File: src/design/mahd_pkg.sv
// ----------------------------------------------------------------------------
// mahd_pkg
// Types, tables and constants for the MPEG audio header decoder.
// ----------------------------------------------------------------------------
package mahd_pkg;

	localparam logic [31:0] SYNC_MASK = 32'hffe0_0000;

	// quotient bits of the frame length divide, one per cell
	localparam int QBITS    = 12;
	localparam int NUM_W    = 26;
	localparam int DVS_W    = 16;
	// start to done: two decode stages, one stage per cell, output register
	localparam int DONE_LAT = QBITS + 3;

	localparam logic [17:0] MUL_L1  = 18'd12000;
	localparam logic [17:0] MUL_L23 = 18'd144000;

	localparam logic [15:0] BASE_RATE [0:2] = '{16'd44100, 16'd48000, 16'd32000};

	// [lsf][layer-1][bitrate index]
	localparam logic [8:0] KBPS_TBL [0:1][0:2][0:14] = '{
		'{
			'{9'd0, 9'd32, 9'd64, 9'd96, 9'd128, 9'd160, 9'd192, 9'd224,
				9'd256, 9'd288, 9'd320, 9'd352, 9'd384, 9'd416, 9'd448},
			'{9'd0, 9'd32, 9'd48, 9'd56, 9'd64, 9'd80, 9'd96, 9'd112,
				9'd128, 9'd160, 9'd192, 9'd224, 9'd256, 9'd320, 9'd384},
			'{9'd0, 9'd32, 9'd40, 9'd48, 9'd56, 9'd64, 9'd80, 9'd96,
				9'd112, 9'd128, 9'd160, 9'd192, 9'd224, 9'd256, 9'd320}
		},
		'{
			'{9'd0, 9'd32, 9'd48, 9'd56, 9'd64, 9'd80, 9'd96, 9'd112,
				9'd128, 9'd144, 9'd160, 9'd176, 9'd192, 9'd224, 9'd256},
			'{9'd0, 9'd8, 9'd16, 9'd24, 9'd32, 9'd40, 9'd48, 9'd56,
				9'd64, 9'd80, 9'd96, 9'd112, 9'd128, 9'd144, 9'd160},
			'{9'd0, 9'd8, 9'd16, 9'd24, 9'd32, 9'd40, 9'd48, 9'd56,
				9'd64, 9'd80, 9'd96, 9'd112, 9'd128, 9'd144, 9'd160}
		}
	};

	// decoded fields riding alongside the divide
	typedef struct packed {
		logic        ok;
		logic        free_fmt;
		logic        l1;
		logic        pad;
		logic [1:0]  version;
		logic [1:0]  layer_number;
		logic [15:0] fs_hz;
		logic [3:0]  rate_index;
		logic        crc_present;
		logic [8:0]  bitrate_kbps;
		logic [1:0]  chan_mode;
		logic [1:0]  stereo_ext;
		logic [1:0]  channel_count;
	} hdr_info_t;

	// partial state of the restoring divide
	typedef struct packed {
		logic [DVS_W-1:0] rem;
		logic [QBITS-1:0] low;
		logic [QBITS-1:0] quo;
		logic [DVS_W-1:0] dvs;
	} div_word_t;

endpackage

File: src/design/mahd_field_decode.sv
// ----------------------------------------------------------------------------
// mahd_field_decode
// Header checks and field decode, then dividend and divisor set-up.
// ----------------------------------------------------------------------------
module mahd_field_decode import mahd_pkg::*; (
	input  logic       clk,
	input  logic       arst_n,
	input  logic       in_vld,
	input  logic [31:0] hdr,
	output logic       out_vld,
	output hdr_info_t  out_info,
	output div_word_t  out_word
);

	logic [1:0]  layer_code;
	logic [3:0]  br_idx;
	logic [1:0]  sr_idx;
	logic        ok;
	logic        lsf;
	logic [1:0]  shift;
	logic [1:0]  layer;
	logic [1:0]  layer_m1;
	logic [15:0] sr;
	logic [8:0]  kbps;
	hdr_info_t   info_d;
	logic        vld_s1;
	hdr_info_t   info_s1;
	logic [DVS_W-1:0] dvs_d;
	logic [DVS_W-1:0] dvs_s1;
	logic [26:0] prod;
	logic [NUM_W-1:0] num;
	logic        vld_s2;
	hdr_info_t   info_s2;
	div_word_t   word_s2;

	assign layer_code = hdr[18:17];
	assign br_idx     = hdr[15:12];
	assign sr_idx     = hdr[11:10];

	assign ok = ((hdr & SYNC_MASK) == SYNC_MASK) && (layer_code != 2'd0) &&
		(br_idx != 4'd15) && (sr_idx != 2'd3);

	always_comb begin
		if (hdr[20]) begin
			lsf   = ~hdr[19];
			shift = {1'b0, ~hdr[19]};
		end else begin
			lsf   = 1'b1;
			shift = 2'd2;
		end
	end

	assign layer    = 2'(3'd4 - {1'b0, layer_code});
	assign layer_m1 = 2'd3 - layer_code;
	assign sr       = (sr_idx == 2'd3) ? 16'd0 : (BASE_RATE[sr_idx] >> shift);
	assign kbps     = (br_idx == 4'd15 || layer_code == 2'd0) ? 9'd0 :
		KBPS_TBL[lsf][layer_m1][br_idx];

	always_comb begin
		info_d = '0;
		dvs_d  = '0;
		if (ok) begin
			info_d.ok             = 1'b1;
			info_d.free_fmt       = (br_idx == 4'd0);
			info_d.l1             = (layer == 2'd1);
			info_d.pad            = hdr[9];
			info_d.version        = shift;
			info_d.layer_number   = layer;
			info_d.fs_hz          = sr;
			info_d.rate_index     = {2'b00, sr_idx} + 4'(3 * shift);
			info_d.crc_present    = ~hdr[16];
			info_d.bitrate_kbps   = kbps;
			info_d.chan_mode      = hdr[7:6];
			info_d.stereo_ext     = hdr[5:4];
			info_d.channel_count  = (hdr[7:6] == 2'd3) ? 2'd1 : 2'd2;
			// layer 3 divides by the doubled rate on the low sample rates
			dvs_d = (layer == 2'd3) ? DVS_W'(sr << lsf) : sr;
		end
	end

	always_ff @(posedge clk or negedge arst_n) begin
		if (!arst_n) begin
			vld_s1 <= 1'b0;
		end else begin
			vld_s1 <= in_vld;
		end
	end

	always_ff @(posedge clk) begin
		info_s1 <= info_d;
		dvs_s1  <= dvs_d;
	end

	assign prod = info_s1.bitrate_kbps * (info_s1.l1 ? MUL_L1 : MUL_L23);
	assign num  = prod[NUM_W-1:0];

	always_ff @(posedge clk or negedge arst_n) begin
		if (!arst_n) begin
			vld_s2 <= 1'b0;
		end else begin
			vld_s2 <= vld_s1;
		end
	end

	// quotient fits in QBITS, so the high part of the dividend starts below the divisor
	always_ff @(posedge clk) begin
		info_s2     <= info_s1;
		word_s2.rem <= DVS_W'(num[NUM_W-1:QBITS]);
		word_s2.low <= num[QBITS-1:0];
		word_s2.quo <= '0;
		word_s2.dvs <= dvs_s1;
	end

	assign out_vld  = vld_s2;
	assign out_info = info_s2;
	assign out_word = word_s2;

endmodule

File: src/design/mahd_div_cell.sv
// ----------------------------------------------------------------------------
// mahd_div_cell
// One restoring-divide cell: resolves one quotient bit and passes the item on.
// ----------------------------------------------------------------------------
module mahd_div_cell import mahd_pkg::*; (
	input  logic      clk,
	input  logic      arst_n,
	input  logic      in_vld,
	input  hdr_info_t in_info,
	input  div_word_t in_word,
	output logic      out_vld,
	output hdr_info_t out_info,
	output div_word_t out_word
);

	logic [DVS_W:0] trial;
	logic [DVS_W:0] diff;
	logic           ge;
	logic           vld_q;
	hdr_info_t      info_q;
	div_word_t      word_q;

	assign trial = {in_word.rem, in_word.low[QBITS-1]};
	assign diff  = trial - {1'b0, in_word.dvs};
	assign ge    = (trial >= {1'b0, in_word.dvs});

	always_ff @(posedge clk or negedge arst_n) begin
		if (!arst_n) begin
			vld_q <= 1'b0;
		end else begin
			vld_q <= in_vld;
		end
	end

	// remainder stays below the divisor, so the top bit drops
	always_ff @(posedge clk) begin
		info_q     <= in_info;
		word_q.rem <= ge ? diff[DVS_W-1:0] : trial[DVS_W-1:0];
		word_q.low <= {in_word.low[QBITS-2:0], 1'b0};
		word_q.quo <= {in_word.quo[QBITS-2:0], ge};
		word_q.dvs <= in_word.dvs;
	end

	assign out_vld  = vld_q;
	assign out_info = info_q;
	assign out_word = word_q;

endmodule

File: src/design/mpeg_audio_header_decode.sv
// ----------------------------------------------------------------------------
// mpeg_audio_header_decode
// MPEG audio frame header checker and decoder with frame length.
// ----------------------------------------------------------------------------
// A header word is taken on any cycle with start high; busy is always low, so
// a new header can enter every cycle. Each item's result appears with done
// exactly 15 cycles after start, for one cycle, and must be captured then.
// The latency is set by the frame length divide: a row of 12 cells, one per
// quotient bit, behind two decode stages and one output register.
module mpeg_audio_header_decode import mahd_pkg::*; (
	input  logic        clk,
	input  logic        arst_n,
	input  logic        start,
	output logic        busy,
	input  logic [31:0] header_word,
	output logic        done,
	output logic        header_ok,
	output logic        free_format,
	output logic [1:0]  version,
	output logic [1:0]  layer_number,
	output logic [15:0] fs_hz,
	output logic [3:0]  rate_index,
	output logic        crc_present,
	output logic [8:0]  bitrate_kbps,
	output logic [1:0]  chan_mode,
	output logic [1:0]  stereo_ext,
	output logic [1:0]  channel_count,
	output logic [11:0] frame_bytes
);

	logic      vld_c  [0:QBITS];
	hdr_info_t info_c [0:QBITS];
	div_word_t word_c [0:QBITS];
	hdr_info_t fin;
	logic [QBITS:0] sum;
	logic [11:0] bytes_d;
	logic      done_q;
	hdr_info_t info_q;
	logic [11:0] bytes_q;

	assign busy = 1'b0;

	mahd_field_decode u_dec (
		.clk      (clk),
		.arst_n   (arst_n),
		.in_vld   (start),
		.hdr      (header_word),
		.out_vld  (vld_c[0]),
		.out_info (info_c[0]),
		.out_word (word_c[0])
	);

	for (genvar i = 0; i < QBITS; i++) begin : g_cell
		mahd_div_cell u_cell (
			.clk      (clk),
			.arst_n   (arst_n),
			.in_vld   (vld_c[i]),
			.in_info  (info_c[i]),
			.in_word  (word_c[i]),
			.out_vld  (vld_c[i+1]),
			.out_info (info_c[i+1]),
			.out_word (word_c[i+1])
		);
	end

	assign fin = info_c[QBITS];
	assign sum = {1'b0, word_c[QBITS].quo} + {{QBITS{1'b0}}, fin.pad};

	// layer 1 counts four-byte slots
	always_comb begin
		if (!fin.ok || fin.free_fmt) begin
			bytes_d = '0;
		end else if (fin.l1) begin
			bytes_d = 12'({sum, 2'b00});
		end else begin
			bytes_d = sum[11:0];
		end
	end

	always_ff @(posedge clk or negedge arst_n) begin
		if (!arst_n) begin
			done_q <= 1'b0;
		end else begin
			done_q <= vld_c[QBITS];
		end
	end

	always_ff @(posedge clk) begin
		info_q  <= fin;
		bytes_q <= bytes_d;
	end

	assign done           = done_q;
	assign header_ok      = info_q.ok;
	assign free_format    = info_q.free_fmt;
	assign version        = info_q.version;
	assign layer_number   = info_q.layer_number;
	assign fs_hz          = info_q.fs_hz;
	assign rate_index     = info_q.rate_index;
	assign crc_present    = info_q.crc_present;
	assign bitrate_kbps   = info_q.bitrate_kbps;
	assign chan_mode      = info_q.chan_mode;
	assign stereo_ext     = info_q.stereo_ext;
	assign channel_count  = info_q.channel_count;
	assign frame_bytes    = bytes_q;

endmodule

File: config.mk
export PLATFORM = sky130hd
export DESIGN_NAME = mpeg_audio_header_decode
export DESIGN_NICKNAME = d
export VERILOG_FILES = /design/src/design/mahd_pkg.sv /design/src/design/mahd_field_decode.sv /design/src/design/mahd_div_cell.sv /design/src/design/mpeg_audio_header_decode.sv
export SDC_FILE = /design/constraint.sdc
export NUM_CORES = 1
export LEC_CHECK = 0
export BUFFER_PORTS_ARGS = -buffer_cell sky130_fd_sc_hd__buf_2
export CAP_MARGIN = 30
export CORE_ASPECT_RATIO = 1.2
export CORE_MARGIN = 2
export CORE_UTILIZATION = 55
export DETAILED_ROUTE_END_ITERATION = 12
export PLACE_DENSITY = 0.74
export SLEW_MARGIN = 20
export SYNTH_ARGS = -nofsm -noshare
export SYNTH_HDL_FRONTEND = slang
export SYNTH_SLANG_ARGS = --single-unit
File: constraint.sdc
create_clock -name clk -period 4.2 [get_ports clk]
set_input_delay 1.26 -clock clk [delete_from_list [all_inputs] [get_ports clk]]
set_output_delay 1.26 -clock clk [all_outputs]
set_load 0.05 [all_outputs]
**Word-level counts from Yosys, hierarchy flattened**

Index checks and enable logic that the tools add are counted.
W data, S select, Z words.

- Multiplexer cells: 32
- $lt $le $gt $ge: 16
- Add/sub/neg operators: 15
- Reductions and logical operators: 11
- Bitwise gates (word level): 7
- Shifts and indexed selects: 2
- Multiply operators: 2
- Equality and inequality tests: 8

Operators with widths:

| cell | number |
|---|---|
| $mux W405 | 2 |
| $mux W385 | 1 |
| $bmux W135 S2 | 1 |
| $mux W135 | 2 |
| $mux W16 | 14 |
| $ge A17 B16 Y1 | 11 |
| $sub A16 B16 Y16 | 10 |
| $mux W44 | 1 |
| $bmux W9 S4 | 1 |
| $bmux W16 S2 | 1 |
| $mul A9 B27 Y26 | 1 |
| $mux W9 | 3 |
| $mux W18 | 1 |
| $ge A15 B16 Y1 | 1 |
| $shl A16 B1 Y16 | 1 |
| $shr A16 B2 Y16 | 1 |
| $sub A15 B16 Y16 | 1 |
| $mux W15 | 1 |
| $add A12 B1 Y12 | 1 |
| $mux W12 | 1 |
| $eq A11 B11 Y1 const B | 1 |
| $eq A2 B2 Y1 const B | 3 |
| $ge A3 B3 Y1 const B | 2 |
| $not A2 Y3 | 2 |
| 22 further kinds | 29 |

- Register bits after elaboration: 1,239
- Input bits: 35
- Logic and storage cells: 353
- Output and inout port bits: 56

**Longest topological paths before layout**

Gate-level depths: netlist of run 1.

- Depth in word-level cells: 14
- Mapped depth: 20
- Mapped depth without buffers: 19

**Modules after synthesis**

A second synthesis of run 1 with hierarchy kept.

- Cell total of the unflattened synthesis: 3,857
- Area total of the unflattened synthesis: 46,674.8 µm²

By module, submodules not included:

| module | cells an instance | area an instance (µm²) | times used | sequential area each (µm²) |
|---|---|---|---|---|
| mahd_div_cell (g_cell[0].u_cell ...) | 259 | 3,248.1 | 8 | 2,006.9 |
| mahd_div_cell (g_cell[2].u_cell ...) | 257 | 3,163.0 | 3 | 2,006.9 |
| mahd_field_decode | 643 | 6,505.0 | 1 | 2,732.6 |
| mahd_div_cell (g_cell[1].u_cell) | 254 | 3,183.1 | 1 | 2,006.9 |
| mpeg_audio_header_decode | 117 | 1,512.7 | 1 | 1,106.1 |

**Least setup slack after synthesis of run 1**

Ideal clock, no wire load.

- Path type: reg-to-reg
- From: reg u_dec.info_s1[41] (netlist name)
- To: reg u_dec.word_s2, in the netlist u_dec.out_word[52]
- Period minus slack after synthesis: 4.458 ns
- Path buffers: 1
- Path slack: -0.258 ns
- Arrival time: 4.334 ns
- Required time: 4.076 ns
- Setup time: 0.124 ns
- Stages on the path, launching flop included: 20
- Cells stage by stage: dfxtp_1 > clkbuf_1 > nand2_1 > xnor2_1 > nor2b_1 > ha_1 > nand2b_1 > fa_1 > fa_1 > inv_1 > fa_1 > inv_1 > ha_1 > o21a_1 > o211ai_1 > a31oi_1 > o31ai_1 > a21oi_1 > mux2i_1 > nand3_1

- Cells in the longest elaborated chain, start to end: 2

Ends and longest elaborated chain:

| element | RTL line | source |
|---|---|---|
| start: declaration | mahd_field_decode.sv:27 | `hdr_info_t info_s1;` |
| start signal: assignment | mahd_field_decode.sv:90 | `info_s1 <= info_d;` |
| $mux W18 | mahd_field_decode.sv:94 | `assign prod = info_s1.bitrate_kbps * (info_s1.l1 ? MUL_L1 : MUL_L23);` |
| $mul A9 B27 Y26 | mahd_field_decode.sv:94 |  |
| via u_dec.prod[24] | mahd_field_decode.sv:30 | `logic [26:0] prod;` |
| end: declaration | mahd_field_decode.sv:34 | `div_word_t word_s2;` |

The timed path passes the listed nets, and every way through them passes these cells.
A chain may end at the register's enable or synchronous reset.

**Final worst setup path of run 1**

- From: reg u_dec.info_s1[41] (netlist name)
- To: reg u_dec.word_s2, in the netlist u_dec.out_word[53]

Same word-level chain as after synthesis.

==> results of run 1 <==
[cell usage in the layout, fill, tap and decap left out, types with 26 or more instances in the layout]
cell / instances
sky130_fd_sc_hd__o21ai_0: 124
sky130_fd_sc_hd__buf_4: 52
sky130_fd_sc_hd__mux2i_1: 26
sky130_fd_sc_hd__nor2b_1: 38
sky130_fd_sc_hd__inv_1: 291
sky130_fd_sc_hd__ha_1: 249
sky130_fd_sc_hd__clkbuf_16: 101
sky130_fd_sc_hd__mux2_2: 100
sky130_fd_sc_hd__a21oi_1: 160
sky130_fd_sc_hd__fa_1: 41
sky130_fd_sc_hd__xor2_1: 37
sky130_fd_sc_hd__and2_1: 30
sky130_fd_sc_hd__nand2_1: 134
sky130_fd_sc_hd__o21a_1: 46
sky130_fd_sc_hd__nor3_1: 47
sky130_fd_sc_hd__nand2b_1: 37
sky130_fd_sc_hd__dfxtp_1: 1121
sky130_fd_sc_hd__nand3_1: 36
sky130_fd_sc_hd__nor2_1: 169
sky130_fd_sc_hd__a21o_1: 56
sky130_fd_sc_hd__xnor2_1: 89
sky130_fd_sc_hd__buf_2: 81
[synthesized netlist by cell type, drive strengths merged (18+ instances only)]
master,number
a21oi,165
fa,43
o31ai,25
nor2b,42
dfxtp,1123
nand4,24
and3,23
xnor2,90
clkbuf,34
nand3,36
and2,34
nor2,171
mux2i,26
xor2,37
nand2,137
ha,259
nand2b,40
o31a,18
o21a,46
a211oi,25
mux2,107
a21o,57
nor3,48
inv,304
o21ai,136
buf,21
[through the flow]
stage	hold WS, ns	setup slack [ns]	total power [mW]	TNS [ns]	std cells
detailed placement	0.3121	-0.3054	22.03	-1.107	4306
global route	0.2915	-0.2430	33.19	-0.8680	4499
floorplan	0.3096	0.009441	20.17	0	3324
CTS	0.2874	0.003574	31.61	0	4495
global placement	0.3096	-0.2410	21.83	-0.7244	4306
finish	0.2915	-0.04642	31.44	-0.08422	4499
[power breakdown]
group / switching, mW / total [mW] / leakage (nW) / internal (mW)
Clock: 4.03 / 9.40 / 1.70 / 5.37
Combinational: 4.99 / 9.49 / 7.41 / 4.50
Sequential: 0.554 / 12.5 / 9.32 / 12.0
Total: 9.58 / 31.4 / 18.4 / 21.9
[worst paths after layout]
check / start / end / slack (ns)
max reg2reg: u_dec.info_s1[41]$_SDFF_PN0_ / u_dec.out_word[53]$_DFF_P_ / -0.05
min in group asynchronous: arst_n / g_cell[7].u_cell.out_vld$_DFF_PN0_ / 0.45
max: u_dec.info_s1[41]$_SDFF_PN0_ / u_dec.out_word[53]$_DFF_P_ / -0.05
min: u_dec.dvs_s1[6]$_SDFF_PN0_ / u_dec.out_word[6]$_DFF_P_ / 0.29
max in group asynchronous: arst_n / g_cell[5].u_cell.out_vld$_DFF_PN0_ / 3.49
min reg2reg: u_dec.dvs_s1[6]$_SDFF_PN0_ / u_dec.out_word[6]$_DFF_P_ / 0.29
[per-layer routing]
metal	share of wire	vias up	routed length [µm]	track usage
met1	0.37	10780	25600	0.1885
met4	0.049	0	3352	0.1069
met3	0.032	192	2196	0.02740
li1	-	11600	-	-
met2	0.55	425	37910	0.3806
met5	0	-	0	0
[sequential cells by signal (all words and copies together) (netlist names)]
signal	cells
chan_mode	2
stereo_ext	2
g_cell.u_cell.out_word	446
u_dec.out_word	36
u_dec.out_info	41
u_dec.info_s1	41
crc_present	1
frame_bytes	12
version	2
free_format	1
fs_hz	16
layer_number	2
u_dec.vld_s1	1
u_dec.out_vld	1
header_ok	1
g_cell.u_cell.out_info	492
g_cell.u_cell.out_vld	12
u_dec.dvs_s1	16
rate_index	4
bitrate_kbps	6
done	1
channel_count	2
[cells by family (layout without fill, tap and decap cells)]
| family | Yosys count | count (layout) | synth area share |
|---|---|---|---|
| AO/OA/AOI/OAI | 622 | 622 | 0.1100 |
| XOR/XNOR | 127 | 127 | 0.02905 |
| adder cells (fa/ha/maj) | 302 | 302 | 0.1071 |
| buffers and inverters | 360 | 626 | 0.03739 |
| flip-flops | 1138 | 1138 | 0.5970 |
| multiplexers | 133 | 133 | 0.03896 |
| other | 2 | 24 | 0.0001962 |
| AND/OR/NAND/NOR | 618 | 618 | 0.08020 |
[final cells by class]
cell class | instances | share of cell area
clock buffers | 141 | 0.06591
flip-flops and latches | 1138 | 0.5218
well taps | 909 | 0.02596
clock inverters | 43 | 0.01408
inverters | 305 | 0.02613
multi-input cells | 1826 | 0.3270
repair buffers | 137 | 0.01919
[what timing repair did]
item | 4_1_cts | 5_1_grt
resized for setup | 28 | 22
pin swaps | 18 | 13
buffers inserted | 5 | 3
endpoints found under the setup margin | 7 | 7
[critical path: stages, from the launching register on]
cell	delay [ns]
sky130_fd_sc_hd__dfxtp_4	0.39
sky130_fd_sc_hd__buf_6	0.13
sky130_fd_sc_hd__buf_4	0.13
sky130_fd_sc_hd__and2_4	0.16
sky130_fd_sc_hd__buf_4	0.13
sky130_fd_sc_hd__ha_2	0.16
sky130_fd_sc_hd__nand2b_4	0.13
sky130_fd_sc_hd__fa_1	0.55
sky130_fd_sc_hd__inv_2	0.04
sky130_fd_sc_hd__fa_1	0.49
sky130_fd_sc_hd__inv_2	0.04
sky130_fd_sc_hd__fa_1	0.50
sky130_fd_sc_hd__ha_4	0.33
sky130_fd_sc_hd__inv_2	0.03
sky130_fd_sc_hd__a211o_1	0.30
sky130_fd_sc_hd__a21o_1	0.23
sky130_fd_sc_hd__a31oi_1	0.22
sky130_fd_sc_hd__xor2_1	0.16
==> metrics list, run 1 <==
- The netlist uses 95 different library cells.
- Of all flip-flops after synthesis, the portion carrying an async set or reset was 0.01318.
- TritonCTS clock tree: done
- Counting the fill cells in the layout gives 5115.
- Post-route minimum period: 4.246 ns
- Number of antenna violations at the first check in global routing: 0
- Antenna Diode Count: 0
- Counting along the longest clock path gives a buffer depth of 3.
- Summing all non-filler instances in the final layout gives an area of 0.04382 mm².
* Area contributors post-synth: sky130_fd_sc_hd__dfxtp_1 59%, sky130_fd_sc_hd__ha_1 8.5%, sky130_fd_sc_hd__inv_1 3.0%, sky130_fd_sc_hd__mux2_2 2.9%, sky130_fd_sc_hd__fa_1 2.2%
- Kind of launch point of the worst setup path: register
* Clock transition time at the flip-flop clock pins of the worst setup and hold paths: 0.07 ns
- Across the routed clock network, the largest skew measured is 0.07135 ns.
- Sequential Area: 0.02286 mm²
* Utilization after layout: 0.6389
- Starting Density: 0.5583
- The worst hold path was traced through 0 stages.
- Cell area after synthesis: 0.03828 mm²
* Die area: 0.07174 mm²
- CTS H-Tree Depth: 3
* Die outline width: 244.8 µm
* Max IR drop VDD: 0.4432 mV
- Core Region: 0.06858 mm²
- For the worst-skew pair, the clock arrives at the later sink with an insertion delay of 0.69 ns.
* Via density: 5.111
- Area fraction of the dominant cell type after synthesis: 0.5872
- The count of buffers added on input and output ports is 81.
- The worst hold path belongs to the class reg2reg.
* Initial DRT Pass Iterations: 5
- For this design the static power due to leakage is 18.43 nW.
- Slew Limit Headroom: 0.4101
- Vias in the first global route: 23580
- At the pin with the least slew margin, the transition time is 0.8849 ns.
- Counting the buffers created by CTS gives 101.
* Violations in the final reports: negative setup slack
* Crit path arrival time: 4.83 ns
- Main synth FF type: sky130_fd_sc_hd__dfxtp_1
* Detail-routed net length per standard cell: 15.35 µm
- Total power divided by cell area: 717.5 mW/mm²
- In this run the cell area measured after placement is 0.04002 mm².
* Placement row count: 105
- Fraction of layout instances using a drive strength above 1: 0.1415
- 1st-iter DRT viols: 926
- The synthesized design contains 1138 register bits.
- Setup repair after global routing missed its margin: yes
- The first global-routing pass estimated 112100 µm of wire.
- During synthesis, Yosys emitted a total of 0 warnings.
* Cell type with the highest aggregate area in the netlist: sky130_fd_sc_hd__dfxtp_1
- The final-report max-slew violation count is 0.
- The synthesized design contains 0 enable-type register cells.
- Clock sink total: 1138
- Summed over all layers, the routed wires come to 69060 µm.
* Gate count after technology mapping: 3302
- Sequential cell area fraction in the yosys report: 0.5970
- In the finished design, the share of the clock period the worst path needs comes to 1.011.
* Root Buffer Master: sky130_fd_sc_hd__clkbuf_16
- A synthesized cell averages 11.59 µm².
- Largest fanout of any net on the critical path: 7
* Type of destination of the critical path: register
- # IOs: 91
* NumNets Final: 3846
* CP required: 4.78 ns
* Multi-input gate area: 0.01433 mm²
* Hold Fails Final Rpt: 0
- Total congestion overflow: 0
- For the worst flop-to-flop path, the logic depth is 17.
* Category of the most critical setup path: reg2reg
- Status: finished, violations left
- After clock tree synthesis, the flow added hold-fix buffers numbering 0.
- Area Growth Syn to Fin: 14.45%
* Largest net degree at the start of global routing: 29
- Final weighted congestion in routability-driven placement: 0.9138
- In the global route stage, overall resource usage came out at 0.1923.
* HPWL reported at the end of detailed placement: 47160 µm
- Antenna Nets Post-Route: 0
- Final setup slack of the worst path: -0.04642 ns
* Die span in y: 293.0 µm
- Count of final setup violators: 3
- The final route contains 23000 vias.
* Max-capacitance violation count: 0
- For this run, design rule violations remaining after detail routing come to 0.
* Achievable clock frequency: 235.5 MHz
No activity file was read; power rests on OpenSTA's default activity.
==> run 2: changes to the inputs <==
--- a/config.mk
+++ b/config.mk
@@ -12,5 +12,5 @@
 export CORE_UTILIZATION = 55
 export DETAILED_ROUTE_END_ITERATION = 12
-export PLACE_DENSITY = 0.74
+export PLACE_DENSITY = 0.71
 export SLEW_MARGIN = 20
 export SYNTH_ARGS = -nofsm -noshare
==> constraint.sdc (replaced) <==
create_clock -name clk -period 4.7 [get_ports clk]
set_input_delay 0.94 -clock clk [delete_from_list [all_inputs] [get_ports clk]]
set_output_delay 0.94 -clock clk [all_outputs]
set_load 0.05 [all_outputs]
==> metrics list, run 2 (synthesis gave the netlist of run 1 again) <==
- The height of the die came to 293.0 µm (unchanged).
- Worst reg2reg setup slack: 0.29 ns (was -0.05 ns)
- Worst flop-to-flop path endpoint: u_dec.out_word[52]$_DFF_P_ (was u_dec.out_word[53]$_DFF_P_)
- Type of destination of the critical path: register (unchanged)
- Global-route track usage on met3: 0.02896 (was 0.02740)
- The area added between synthesis and finish is 13.31% (was 14.45%).
* Post-route minimum period: 4.409 ns (was 4.246 ns)
- Crit path arrival time: 4.97 ns (was 4.83 ns)
- The clock input transition at the sequential cells of the worst setup and hold paths was 0.07 ns (about the same).
- The global-route wire length before repair is 116200 µm (was 112100 µm).
- The number of instances in the placed design is 4279 (was 4306).
- The die width is 244.8 µm (unchanged).
* Top library cells by usage in the layout, fill and taps aside: 1121 x sky130_fd_sc_hd__dfxtp_1, 302 x sky130_fd_sc_hd__inv_1, 259 x sky130_fd_sc_hd__ha_1 (was 1121 x sky130_fd_sc_hd__dfxtp_1, 291 x sky130_fd_sc_hd__inv_1, 249 x sky130_fd_sc_hd__ha_1)
- The share of post-route cells with drive strength above 1 was 0.1251 (was 0.1415).
* Largest net degree at the start of global routing: 29 (unchanged)
- Slew of the pin with the lowest slew margin: 0.9253 ns (was 0.8849 ns)
* CTS H-Tree Depth: 3 (unchanged)
- Cells on worst reg2reg path: 16 (was 17)
- Setup repair after global routing missed its margin: no (was yes).
- Number of clock buffers inserted by TritonCTS: 102 (was 101)
- Count of final setup violators: 0 (was 3)
* Final setup slack of the worst path: 0.2913 ns (was -0.04642 ns)
- The initial core utilization was 0.5583 (unchanged).
* Final instance count without filler cells: 4465 (was 4499)
- The via total after detailed routing is 22850 (was 23000).
* Detail-routed net length per standard cell: 15.69 µm (was 15.35 µm)
- Die area: 0.07174 mm² (unchanged)
- Slew Limit Headroom: 0.3831 (was 0.4101)
- The final weighted congestion of routability-driven global placement came to 0.9080 (was 0.9138).
* Largest delay share family, worst path: adder cells (unchanged)
- Number of antenna violations at the first check in global routing: 0 (unchanged)
* Vias in the first global route: 23950 (was 23580)
- The data required time at the worst endpoint is 5.26 ns (was 4.78 ns).
- The fraction of met1 tracks used by global routing came to 0.2208 (was 0.1885).
* Maximum root-to-sink buffer count: 3 (unchanged)
- The peak per-stage delay on the critical path is 0.57 ns (was 0.55 ns).
- Category of the most critical setup path: reg2reg (unchanged)
* Flip-flop count of the largest register, all copies and words added: 492 (unchanged)
- The number of violations reported at the end of detailed-routing iteration 0 came to 1098 (was 926).
- The sum of negative setup slack is 0 ns (was -0.08422 ns).
- Remaining routing DRC violations: 0 (unchanged)
* # IOs: 91 (unchanged)
- The global routing usage on met2 came to 0.3738 (was 0.3806).
- The maximum fanout along the worst path was 8 (was 7).
- Power Total: 28.07 mW (was 31.44 mW)
- Worst clock skew: 0.04457 ns (was 0.07135 ns)
- The number of vias per cell after detailed routing is 5.116 (was 5.111).
* CP max stage cell: sky130_fd_sc_hd__fa_1 (unchanged)
- The number of sinks handled by clock tree synthesis is 1138 (unchanged).
* Achievable clock frequency: 226.8 MHz (was 235.5 MHz)
- Worst path most repeated cell: sky130_fd_sc_hd__fa_1
* Detailed Route WL: 70080 µm (was 69060 µm)
- The combined buffer and inverter count along the critical path was 3 (was 6).
* Initial DRT Pass Iterations: 5 (unchanged)
- The area of the core region is 0.06858 mm² (unchanged).
* Hold Fails Final Rpt: 0 (unchanged)
* Max-capacitance violation count: 0 (unchanged)
- Status: completed (was finished, violations left)
- TritonCTS clock tree: done (unchanged)
- Most congested layer reported by global routing: met2 (unchanged)
- Critical-path cell list: buf_4, nor2b_1, fa_1, fa_1, fa_1, inv_1, fa_1, inv_1, ha_1, o21a_1, o211ai_1, a31oi_1, o31ai_2, a21oi_2, mux2i_1, nand3_1 (was buf_6, buf_4, and2_4, buf_4, ha_2, nand2b_4, fa_1, inv_2, fa_1, inv_2, fa_1, ha_4, inv_2, a211o_1, a21o_1, a31oi_1, xor2_1).
- Antenna Nets Post-Route: 0 (unchanged)
* Antenna Diode Count: 0 (unchanged)
- Final slew viol count: 0 (unchanged)
* Hold_buf cts: 0 (unchanged)
- The core utilization of the finished layout is 0.6326 (was 0.6389).
- Global-route total usage across every layer: 0.1979 (was 0.1923)
- Crit share post-route: 0.9380 (was 1.011)
- The cell leakage power was 18.26 nW (was 18.43 nW).
- The final global-route overflow total came to 0 (unchanged).
- Max IR drop VDD: 0.5004 mV (was 0.4432 mV)
* Kind of launch point of the worst setup path: register (unchanged)
- The most common cell after layout, fill and taps aside is sky130_fd_sc_hd__dfxtp_1 (unchanged).
- Worst min-delay path class: in2async (was reg2reg)
- I/O Buffers: 81 (unchanged)
- The worst flop-to-flop path startpoint is u_dec.info_s1[41]$_SDFF_PN0_ (unchanged).
* Clk_lat worst skew: 0.68 ns (was 0.69 ns)
- The detailed-placement wirelength estimate was 50290 µm (was 47160 µm).
- Placement row count: 105 (unchanged)
- The cell area power density came to 647.1 mW/mm² (was 717.5 mW/mm²).
- The post-cts gate resize count is 0 (was 28).
* Final-layout fill cell count: 5267 (was 5115)
* # Post-CTS Setup Buffers: 0 (was 5)
- The number of nets at the end of the flow came to 3811 (was 3846).
- Minimum setup slack after placement: 0.04516 ns (was -0.3054 ns)
- Root Buffer Master: sky130_fd_sc_hd__clkbuf_16 (unchanged)
-- run 2: cell types whose count changed in the layout (fill, tap and decap cells not counted), sizes merged --
cell	delta
buf	-36
clkinv	+4
clkbuf	-5
bufinv	-1
clkinvlp	+6
inv	-2
-- run 2: worst register-to-register path, delay by kind of cell, from the launching register on --
kind | cells | cell delay (ns)
AOI/OAI and AO/OA | 5 | 0.88
adders and majority gates | 5 | 2.36
buffers and inverters | 3 | 0.26
DFF | 1 | 0.38
muxes | 1 | 0.16
and+or+nand+nor | 2 | 0.27
-- run 2: routing by layer --
metal | vias to the layer above | wire length, µm
li1 | 11540 | -
met1 | 10720 | 28870
met2 | 429 | 36710
met3 | 157 | 2166
met4 | 0 | 2335
met5 | - | 0
-- run 2: per-stage QoR --
stage / hold WS (ns) / instance area (µm²)
floorplan: 0.3096 / 38370
global placement: 0.3096 / 39780
detailed placement: 0.3121 / 39780
CTS: 0.09818 / 43350
global route: 0.1220 / 43380
finish: 0.1302 / 43380
-- run 2: cell type report --
cell class	count	area, µm²	area share
clock buffer	136	2930	0.06755
multi-input combinational	1826	14110	0.3253
tap	909	1137	0.02622
sequential	1138	22860	0.5270
timing repair buffer	101	555.5	0.01281
clock inverter	50	640.6	0.01477
inverter	305	1145	0.02639
-- run 2: power breakdown --
| group | internal, mW | total (mW) | switching, mW |
|---|---|---|---|
| combinational | 3.96 | 8.41 | 4.44 |
| clock | 4.83 | 8.41 | 3.58 |
| sequential | 10.7 | 11.3 | 0.533 |
| total | 19.5 | 28.1 | 8.56 |
-- run 2: worst max-delay path by stage --
stage	startpoint	to	slack, ns	cells after the start
finish	u_dec.info_s1[41]$_SDFF_PN0_	u_dec.out_word[52]$_DFF_P_	0.29	16
global route	u_dec.info_s1[41]$_SDFF_PN0_	u_dec.out_word[52]$_DFF_P_	0.01	18
CTS	u_dec.info_s1[41]$_SDFF_PN0_	u_dec.out_word[52]$_DFF_P_	0.002	18
detailed placement	u_dec.info_s1[41]$_SDFF_PN0_	u_dec.out_word[52]$_DFF_P_	0.05	18
global placement	u_dec.info_s1[41]$_SDFF_PN0_	u_dec.out_word[52]$_DFF_P_	-0.0005	18
floorplan	u_dec.info_s1[41]$_SDFF_PN0_	u_dec.out_word[52]$_DFF_P_	0.24	19
==> run 3: changes to the inputs <==
Settings changed: PLACE_DENSITY 0.71 to 0.68.
==> metrics list, run 3 (synthesis gave the netlist of run 1 again) <==
* Max-capacitance violation count: 0 (unchanged)
- The number of hold-repair buffers added at the cts stage came to 0 (unchanged).
- Die area: 0.07174 mm² (unchanged)
- The number of hold-slack violations in the final timing report came to 0 (unchanged).
- The clock tree from TritonCTS is done (unchanged).
* Initial DRT Pass Iterations: 5 (unchanged)
* Root Buffer Master: sky130_fd_sc_hd__clkbuf_16 (unchanged)
- The deepest level of the CTS H-tree was 3 (unchanged).
- Kind of launch point of the worst setup path: register (unchanged)
- The share of post-route cells with drive strength above 1 was 0.1241 (was 0.1251).
- Remaining routing DRC violations: 0 (unchanged)
* Count of final setup violators: 0 (unchanged)
- The worst relative slew slack was 0.4062 (was 0.3831).
- Post-cts gate resize count: 0 (unchanged)
- HPWL reported at the end of detailed placement: 49630 µm (was 50290 µm)
- The final global-route overflow total came to 0 (unchanged).
- Setup repair after global routing missed its margin: yes (was no)
- Global-route total usage across every layer: 0.1944 (was 0.1979)
* Crit path arrival time: 5.08 ns (was 4.97 ns)
- Area Growth Syn to Fin: 13.41% (was 13.31%)
- Worst min-delay path class: in2async (unchanged)
- Crit share post-route: 0.9648 (was 0.9380)
- Detailed Route WL: 68850 µm (was 70080 µm)
- Core Region: 0.06858 mm² (unchanged)
- The maximum fanout along the worst path is 10 (was 8).
- The total power consumption of the routed design is 28.06 mW (was 28.07 mW).
- The time the worst path needs with I/O delays and setup is 4.535 ns (was 4.409 ns).
- The I/O pin total is 91 (unchanged).
* Category of the most critical setup path: reg2reg (unchanged)
- The routed length per instance is 15.39 µm (was 15.69 µm).
- The highest attainable clock frequency is 220.5 MHz (was 226.8 MHz).
- The height of the die is 293.0 µm (unchanged).
* # Post-CTS Setup Buffers: 0 (unchanged)
- Reported leakage power: 18.27 nW (was 18.26 nW)
- The final weighted congestion of routability-driven global placement was 0.8985 (was 0.9080).
- Clock transition time at the flip-flop clock pins of the worst setup and hold paths: 0.07 ns (about the same)
- The floorplan row count is 105 (unchanged).
- The number of flip-flops in the largest register came to 492 (unchanged).
* 1st-iter DRT viols: 944 (was 1098)
* First-pass GRT wire length: 114400 µm (was 116200 µm)
- Antenna Nets Post-Route: 0 (unchanged)
- I/O Buffers: 81 (unchanged)
* Total power divided by cell area: 646.2 mW/mm² (was 647.1 mW/mm²)
* Clock sink total: 1138 (unchanged)
- Number of antenna violations at the first check in global routing: 0 (unchanged)
* Final-layout fill cell count: 5322 (was 5267)
- The number of nets at the end of the flow was 3817 (was 3811).
* Maximum root-to-sink buffer count: 3 (unchanged)
- The most common cell after layout, fill and taps aside was sky130_fd_sc_hd__dfxtp_1 (unchanged).
- Via density: 5.113 (was 5.116)
- Final slew viol count: 0 (unchanged)
* Slew of the pin with the lowest slew margin: 0.8908 ns (was 0.9253 ns)
- Worst clock skew: 0.04890 ns (was 0.04457 ns)
- Vias in the first global route: 23920 (was 23950)
- Number of clock buffers inserted by TritonCTS: 100 (was 102)
- CP required: 5.25 ns (was 5.26 ns)
- Status: completed (unchanged).
- The die width came to 244.8 µm (unchanged).
- The initial core utilization is 0.5583 (unchanged).
* Detailed-route via count: 22870 (was 22850)
* Largest net degree at the start of global routing: 29 (unchanged)
* Utilization after layout: 0.6331 (was 0.6326)
* Clk_lat worst skew: 0.69 ns (was 0.68 ns)
- Top library cells by usage in the layout, fill and taps aside: 1122 x sky130_fd_sc_hd__dfxtp_1, 302 x sky130_fd_sc_hd__inv_1, 259 x sky130_fd_sc_hd__ha_1 (was 1121 x sky130_fd_sc_hd__dfxtp_1, 302 x sky130_fd_sc_hd__inv_1, 259 x sky130_fd_sc_hd__ha_1)
- Type of destination of the critical path: register (unchanged)
* Max IR drop VDD: 0.3912 mV (was 0.5004 mV)
-- run 3: cell types whose count changed in the layout (fill, tap and decap cells not counted), sizes merged --
cell and delta:
buf +8, clkinvlp -3, diode +1, inv -1, clkinv -5, clkbuf +8
-- run 3: worst paths after layout --
kind / from / to / slack, ns / depth (start not counted)
max: u_dec.info_s1[41]$_SDFF_PN0_ / u_dec.out_word[52]$_DFF_P_ / 0.17 / 17
min: arst_n / g_cell[9].u_cell.out_vld$_DFF_PN0_ / 0.13 / 1
max reg2reg: u_dec.info_s1[41]$_SDFF_PN0_ / u_dec.out_word[52]$_DFF_P_ / 0.17 / 17
min reg2reg: g_cell[1].u_cell.out_info[17]$_DFF_P_ / g_cell[2].u_cell.out_info[17]$_DFF_P_ / 0.28 / 0
max in group asynchronous: arst_n / done$_DFF_PN0_ / 4.32 / 1
min in group clk: g_cell[1].u_cell.out_info[17]$_DFF_P_ / g_cell[2].u_cell.out_info[17]$_DFF_P_ / 0.28 / 0
-- run 3: final cells by class --
type | instances | area [µm²] | share of cell area
Sequential cell | 1138 | 22860 | 0.5265
Multi-Input combinational cell | 1826 | 14100 | 0.3248
Clock buffer | 144 | 2949 | 0.06793
Inverter | 305 | 1145 | 0.02637
Tap cell | 909 | 1137 | 0.02620
Timing Repair Buffer | 109 | 623.1 | 0.01435
Clock inverter | 41 | 599.3 | 0.01380
Antenna cell | 1 | 2.502 | 0.00005764
-- run 3: worst max-delay path, stage by stage, from the launching register on --
cell	delay, ns
sky130_fd_sc_hd__dfxtp_1	0.34
sky130_fd_sc_hd__buf_4	0.18
sky130_fd_sc_hd__and2_1	0.19
sky130_fd_sc_hd__buf_4	0.16
sky130_fd_sc_hd__or2_2	0.29
sky130_fd_sc_hd__ha_1	0.28
sky130_fd_sc_hd__fa_1	0.46
sky130_fd_sc_hd__fa_1	0.56
sky130_fd_sc_hd__inv_1	0.06
sky130_fd_sc_hd__fa_1	0.53
sky130_fd_sc_hd__inv_1	0.04
sky130_fd_sc_hd__ha_1	0.32
sky130_fd_sc_hd__o211ai_1	0.12
sky130_fd_sc_hd__a31oi_1	0.26
sky130_fd_sc_hd__o31ai_2	0.11
sky130_fd_sc_hd__a21oi_2	0.22
sky130_fd_sc_hd__mux2i_1	0.22
sky130_fd_sc_hd__nand3_1	0.08
-- run 3: report_power, final --
group,internal [mW],switching [mW],leakage [nW]
Combinational,3.98,4.44,7.24
Clock,4.82,3.56,1.71
Sequential,10.7,0.531,9.32
-- run 3: per-layer routing --
metal  vias to the layer above  share of wire  global-route usage
met2                       429           0.51              0.3583
met5                         -              0                   0
met4                         0          0.030             0.07838
li1                      11580              -                   -
met1                     10720           0.43              0.2247
met3                       142          0.034             0.02868
-- run 3: through the flow --
stage          hold WS [ns]  setup WS [ns]  area (µm²)  cells   TNS, ns
5_1_grt              0.1202       -0.06731       43410   4472  -0.06731
3_3_place_gp         0.3096         0.1215       39830   4285         0
2_1_floorplan        0.3096         0.2421       38370   3324         0
6_report             0.1296         0.1653       43420   4473         0
4_1_cts             0.08322        0.05902       43390   4471         0
3_5_place_dp         0.3121        0.07964       39840   4286         0
